`src/rtl/fbc_pkg.sv`:
```
// Shared types, constants and helpers for the frustum box cull block.
`default_nettype none

package fbc_pkg;

    localparam int COORD_WIDTH = 32;
    localparam int FRAC_BITS   = 16;
    localparam int SLOT_W      = 32;
    localparam int REG_W       = 64;
    localparam int NUM_REGS    = 8;
    localparam int REG_IDX_W   = $clog2(NUM_REGS);
    localparam int ADDR_W      = REG_IDX_W + 3;
    localparam int NUM_PLANES  = 6;
    localparam int COEF_W      = COORD_WIDTH + 1;
    localparam int PROD_W      = COEF_W + COORD_WIDTH;
    localparam int SUM_W       = PROD_W + 2;

    localparam int KIND_W      = 2;
    localparam int BOX_DATA_W  = 6 * 32;
    localparam int OUT_DATA_W  = 8;

    // Register indexes
    localparam logic [REG_IDX_W-1:0] REG_ROW0_XY = 3'd0;
    localparam logic [REG_IDX_W-1:0] REG_ROW0_ZW = 3'd1;
    localparam logic [REG_IDX_W-1:0] REG_ROW1_XY = 3'd2;
    localparam logic [REG_IDX_W-1:0] REG_ROW1_ZW = 3'd3;
    localparam logic [REG_IDX_W-1:0] REG_ROW2_XY = 3'd4;
    localparam logic [REG_IDX_W-1:0] REG_ROW2_ZW = 3'd5;
    localparam logic [REG_IDX_W-1:0] REG_ROW3_XY = 3'd6;
    localparam logic [REG_IDX_W-1:0] REG_ROW3_ZW = 3'd7;

    // Reset gives the identity matrix, 1.0 = 2^FRAC_BITS
    localparam logic [REG_W-1:0] ONE_LO     = REG_W'(64'd1 << FRAC_BITS);
    localparam logic [REG_W-1:0] ONE_HI     = REG_W'(64'd1 << (FRAC_BITS + SLOT_W));
    localparam logic [REG_W-1:0] RST_ROW0_XY = ONE_LO;
    localparam logic [REG_W-1:0] RST_ROW0_ZW = '0;
    localparam logic [REG_W-1:0] RST_ROW1_XY = ONE_HI;
    localparam logic [REG_W-1:0] RST_ROW1_ZW = '0;
    localparam logic [REG_W-1:0] RST_ROW2_XY = '0;
    localparam logic [REG_W-1:0] RST_ROW2_ZW = ONE_LO;
    localparam logic [REG_W-1:0] RST_ROW3_XY = '0;
    localparam logic [REG_W-1:0] RST_ROW3_ZW = ONE_HI;

    typedef enum logic [KIND_W-1:0] {
        KIND_ORDINARY = 2'd0,
        KIND_NULL     = 2'd1,
        KIND_INFINITE = 2'd2,
        KIND_SPARE    = 2'd3
    } box_kind_t;

    typedef struct packed {
        logic signed [COEF_W-1:0] nx;
        logic signed [COEF_W-1:0] ny;
        logic signed [COEF_W-1:0] nz;
        logic signed [COEF_W-1:0] d;
    } plane_t;

    typedef plane_t [NUM_PLANES-1:0] plane_vec_t;

    typedef struct packed {
        logic signed [COORD_WIDTH-1:0] max_z;
        logic signed [COORD_WIDTH-1:0] max_y;
        logic signed [COORD_WIDTH-1:0] max_x;
        logic signed [COORD_WIDTH-1:0] min_z;
        logic signed [COORD_WIDTH-1:0] min_y;
        logic signed [COORD_WIDTH-1:0] min_x;
    } box_t;

    // Fixed-point value from the low COORD_WIDTH bits of a 32-bit slot
    function automatic logic signed [COORD_WIDTH-1:0] slot_value(input logic [SLOT_W-1:0] slot);
        return signed'(slot[COORD_WIDTH-1:0]);
    endfunction

endpackage

`default_nettype wire

```
`src/rtl/fbc_cfg_regs.sv`:
```
// Matrix register file with plane coefficient extraction.
`default_nettype none

module fbc_cfg_regs
    import fbc_pkg::*;
(
    input  wire                 aclk,
    input  wire                 aresetn,
    input  wire                 psel,
    input  wire                 penable,
    input  wire                 pwrite,
    input  wire  [ADDR_W-1:0]   paddr,
    input  wire  [REG_W-1:0]    pwdata,
    output logic [REG_W-1:0]    prdata,
    output logic                pready,
    output plane_vec_t          planes,
    output logic                usable
);

    logic [REG_W-1:0] mat_reg [NUM_REGS];
    plane_vec_t       plane_reg, plane_next;
    logic             usable_reg, usable_next;
    logic [REG_IDX_W-1:0] reg_idx;
    logic             wr_en;

    assign reg_idx = paddr[ADDR_W-1:3];
    assign wr_en   = psel & penable & pwrite & pready;
    assign pready  = 1'b1;
    assign prdata  = mat_reg[reg_idx];

    always_ff @(posedge aclk) begin
        if (!aresetn) begin
            mat_reg[REG_ROW0_XY] <= RST_ROW0_XY;
            mat_reg[REG_ROW0_ZW] <= RST_ROW0_ZW;
            mat_reg[REG_ROW1_XY] <= RST_ROW1_XY;
            mat_reg[REG_ROW1_ZW] <= RST_ROW1_ZW;
            mat_reg[REG_ROW2_XY] <= RST_ROW2_XY;
            mat_reg[REG_ROW2_ZW] <= RST_ROW2_ZW;
            mat_reg[REG_ROW3_XY] <= RST_ROW3_XY;
            mat_reg[REG_ROW3_ZW] <= RST_ROW3_ZW;
        end else if (wr_en) begin
            mat_reg[reg_idx] <= pwdata;
        end
    end

    // Planes are row3 + row k and row3 - row k; column c lives in register {row, c[1]}
    always_comb begin
        logic signed [COORD_WIDTH-1:0] a_val;
        logic signed [COORD_WIDTH-1:0] b_val;
        logic signed [COEF_W-1:0]      coef [4];
        plane_next  = plane_reg;
        usable_next = 1'b1;
        for (int i = 0; i < NUM_PLANES; i++) begin
            for (int c = 0; c < 4; c++) begin
                a_val = slot_value(mat_reg[{2'd3, c[1]}][c[0]*SLOT_W +: SLOT_W]);
                b_val = slot_value(mat_reg[{2'(i >> 1), c[1]}][c[0]*SLOT_W +: SLOT_W]);
                if (i[0]) begin
                    coef[c] = COEF_W'(a_val) - COEF_W'(b_val);
                end else begin
                    coef[c] = COEF_W'(a_val) + COEF_W'(b_val);
                end
            end
            plane_next[i].nx = coef[0];
            plane_next[i].ny = coef[1];
            plane_next[i].nz = coef[2];
            plane_next[i].d  = coef[3];
            if (coef[0] == '0 && coef[1] == '0 && coef[2] == '0) begin
                usable_next = 1'b0;
            end
        end
    end

    // Register the planes and usable flag so they follow the matrix
    always_ff @(posedge aclk) begin
        plane_reg  <= plane_next;
        usable_reg <= usable_next;
    end

    assign planes = plane_reg;
    assign usable = usable_reg;

endmodule

`default_nettype wire

```
`config.mk`:
```
export PLATFORM = sky130hd
export DESIGN_NAME = fbc_cfg_regs
export DESIGN_NICKNAME = d
export VERILOG_FILES = /design/src/rtl/fbc_pkg.sv /design/src/rtl/fbc_cfg_regs.sv
export SDC_FILE = /design/constraint.sdc
export NUM_CORES = 2
export LEC_CHECK = 0
export BUFFER_PORTS_ARGS = -buffer_cell sky130_fd_sc_hd__buf_2
export CAP_MARGIN = 20
export CELL_PAD_IN_SITES_DETAIL_PLACEMENT = 1
export CELL_PAD_IN_SITES_GLOBAL_PLACEMENT = 2
export CORE_UTILIZATION = 29
export CTS_CLUSTER_SIZE = 24
export DETAILED_ROUTE_END_ITERATION = 10
export PLACE_DENSITY = 0.65
export SYNTH_ARGS = -nofsm -noshare
export SYNTH_HDL_FRONTEND = slang
export SYNTH_SLANG_ARGS = --single-unit
```
`constraint.sdc`:
```
create_clock -name aclk -period 16 [get_ports aclk]
set_input_delay 3.2 -clock aclk [delete_from_list [all_inputs] [get_ports aclk]]
set_output_delay 3.2 -clock aclk [all_outputs]
set_load 0.02 [all_outputs]
```
==> impl_metrics.yaml <==
global_route:
  antenna_found_initial: 102
  grt_pass1_vias: 68200
  grt_pass1_wl_mm: 513
  grt_max_degree: 130
  grtUsageTotal: 0.273
  grt_overflow: 0
sta:
  final-max-slew-violation-count: 0
  relSlewSlack: 0.164
  setup_viol: 0
  tightest_slew_ns: 1.24
  fin_crit_sh: 0.562
  hold_viol_final: 0
  period_minus_slack_ns: 8.99
  clock_skew_ns: 0.0427
  rsz0062_at_grt: "no"
  fmax_mhz: 111
  fin_tns_setup_ns: 0
layout:
  multi_input_area_um2: 41400
  drive_gt1_frac: 0.153
  nFillCells: 30000
  syn_to_final_growth_pct: 18.0
  finalNetCount: 9753
  largest_register_ffs: 780
  regArea_um2: 31000
  final_cells: 12600
synth:
  synthesis.nets: 9008
  synthTopCellsByCount: "781 x dfxtp_1, 768 x ha_1, 723 x inv_1"
  synth_edf_count: 512
  yosys-top-cells-area: "dfxtp_1 20%, edfxtp_1 20%, ha_1 13%"
  synth-seq-area-share: 0.405
  yosys_warnings: 0
  syn_avg_cell_area_um2: 9.40
  ys_ff_latch: 1293
  synthCells: 8141
  synth_top_area_share: 0.204
  synth_ff_type: "dfxtp_1"
  synthesis.area_um2: 76500
  synth_most_common_cell: "dfxtp_1"
  yosys.area.top_type: "dfxtp_1"
  ys_types: 95
  synthArstFlopShare: 0
clocking:
  cts_num_sinks: 1293
  cts_made_buffers: 152
  postCtsSetupBuffers: 0
  clock_latency_ns: 0.84
  cts_tree: "built"
  clock_path_buffers: 3
  cts_resized: 0
  ctsHtreeMaxLevel: 4
  clkTransAtPathRegs_ns: 0.06
  cts_root_buffer: "clkbuf_16"
  holdBufCountCts: 0
floorplan:
  ios: 933
  die_area_um2: 266000
  die_h_um: 516
  coreArea_um2: 262000
  start_util: 0.292
  die_w_um: 516
  num_rows: 188
worst_setup_path:
  cp-start-kind: "input pin"
  critPathTopFamily: "buffers and inverters"
  cp_max_fo: 57
  worst-path-buf-inv: 4
  cpPeakStageDelay_ns: 0.69
  path_class: "in -> out"
  critPathSlowestCell: "nor3b_2"
  end_kind: "primary output"
  crit_path_cell_trace: "buf_2 > nor3b_2 > buf_4 > buf_4 > a22oi_1 > nand4_1 > buf_2"
  critPathRequiredTime_ns: 12.80
  worst_ep_arrival_time_ns: 5.79
power:
  leakage_nw: 39.9
  power.density_nw_per_um2: 131
  ir_drop_mv: 0.121
drt:
  drc: 0
  ant_nets: 0
  routed-via-count: 66700
  dr.pass1.iters: 5
  drt_iter0_markers: 5607
  viasPerCell: 5.30
  wl_mm: 375
  wl_per_cell_um: 29.8
run:
  cap_violations: 0
placed_design:
  gp_congestion: 0.937
  port_buffers: 928
  dp.cells: 12200
  dp_hpwl_mm: 310
outcome:
  status: "completed"
hold_path:
  min_path_type: "reg -> reg"
==> cell usage in the layout, fill, tap and decap left out, types with 163 or more instances in the layout <==
cell type  synthesis  final
a21oi_1          551    551
a22oi_1          260    260
and3_1           482    481
buf_2              9    929
clkbuf_16          0    163
dfxtp_1          781    781
edfxtp_1         512    512
ha_1             768    768
inv_1            723    723
nand2_1          222    218
nor2_1           620    618
nor3_1           171    167
o21ai_0          256    253
xnor2_1          512    504
==> metrics by stage <==
stage	utilization	total power (W)	setup slack (ns)	area [um2]	hold slack, ns
after floorplan	-	0.00632	8.22	76500	0.540
after global placement	0.323	0.00820	7.09	84700	0.628
after detailed placement	0.323	0.00821	7.06	84800	0.638
after CTS	0.344	0.0119	7.06	90100	0.618
after global routing	0.344	0.0123	6.97	90200	0.669
final	0.344	0.0119	7.01	90300	0.641
==> layout make-up <==
| class | instances | share of cell area |
|---|---|---|
| antenna | 48 | 0.00133 |
| clock buffer | 208 | 0.0497 |
| clock inverter | 73 | 0.00956 |
| inverter | 726 | 0.0302 |
| multi-input combinational | 5699 | 0.458 |
| sequential | 1293 | 0.343 |
| tap | 3515 | 0.0487 |
| timing repair buffer | 1014 | 0.0589 |
==> logic make-up after synthesis <==
| group | count (synthesis) | synth area share |
|---|---|---|
| adders and majority gates | 792 | 0.132 |
| other | 1 | 0.0000490 |
| and+or+nand+nor | 2346 | 0.165 |
| muxes | 8 | 0.00111 |
| DFF | 1293 | 0.405 |
| AOI/OAI and AO/OA | 1910 | 0.166 |
| buffers and inverters | 1149 | 0.0573 |
| xor gates and xnor gates | 642 | 0.0735 |
==> power breakdown <==
| group | internal (W) | switching (W) |
|---|---|---|
| sequential | 0.00397 | 0.000363 |
| combinational | 0.00112 | 0.00271 |
| clock | 0.00217 | 0.00153 |
==> path summary, 6_finish.rpt <==
check / startpoint / end / slack (ns) / cells past startpoint
max: paddr[3] / prdata[59] / 7.01 / 7
min: mat_reg[3][0]$_SDFFCE_PN0P_ / planes[429]$_DFF_P_ / 0.64 / 2
min reg2reg: mat_reg[3][0]$_SDFFCE_PN0P_ / planes[429]$_DFF_P_ / 0.64 / 2
max reg2reg: mat_reg[7][9]$_SDFFCE_PN0P_ / usable$_SDFF_PP0_ / 8.12 / 17
==> layer usage <==
| metal | global-route usage | vias to the layer above | share of wire |
|---|---|---|---|
| met5 | 0 | - | 0.00054 |
| li1 | - | 30400 | - |
| met1 | 0.357 | 33700 | 0.44 |
| met2 | 0.442 | 2039 | 0.46 |
| met4 | 0.112 | 34 | 0.044 |
| met3 | 0.0454 | 456 | 0.060 |
==> worst register-to-register path: stages, from the launching register on <==
cell and delay, ns:
edfxtp_1 0.60, ha_1 0.51, inv_1 0.16, a211oi_1 0.10, o31ai_1 0.65, o21ai_1 0.36
o21ai_0 0.54, a21oi_1 0.30, xor2_1 0.34, or4_1 0.64, nor4_2 0.76, or4b_1 0.52
nor4_1 0.41, or4b_2 0.62, nor4_1 0.83, a221oi_1 0.20, o311ai_1 0.16, a31oi_1 0.07
No activity file was read; power rests on OpenSTA's default activity.
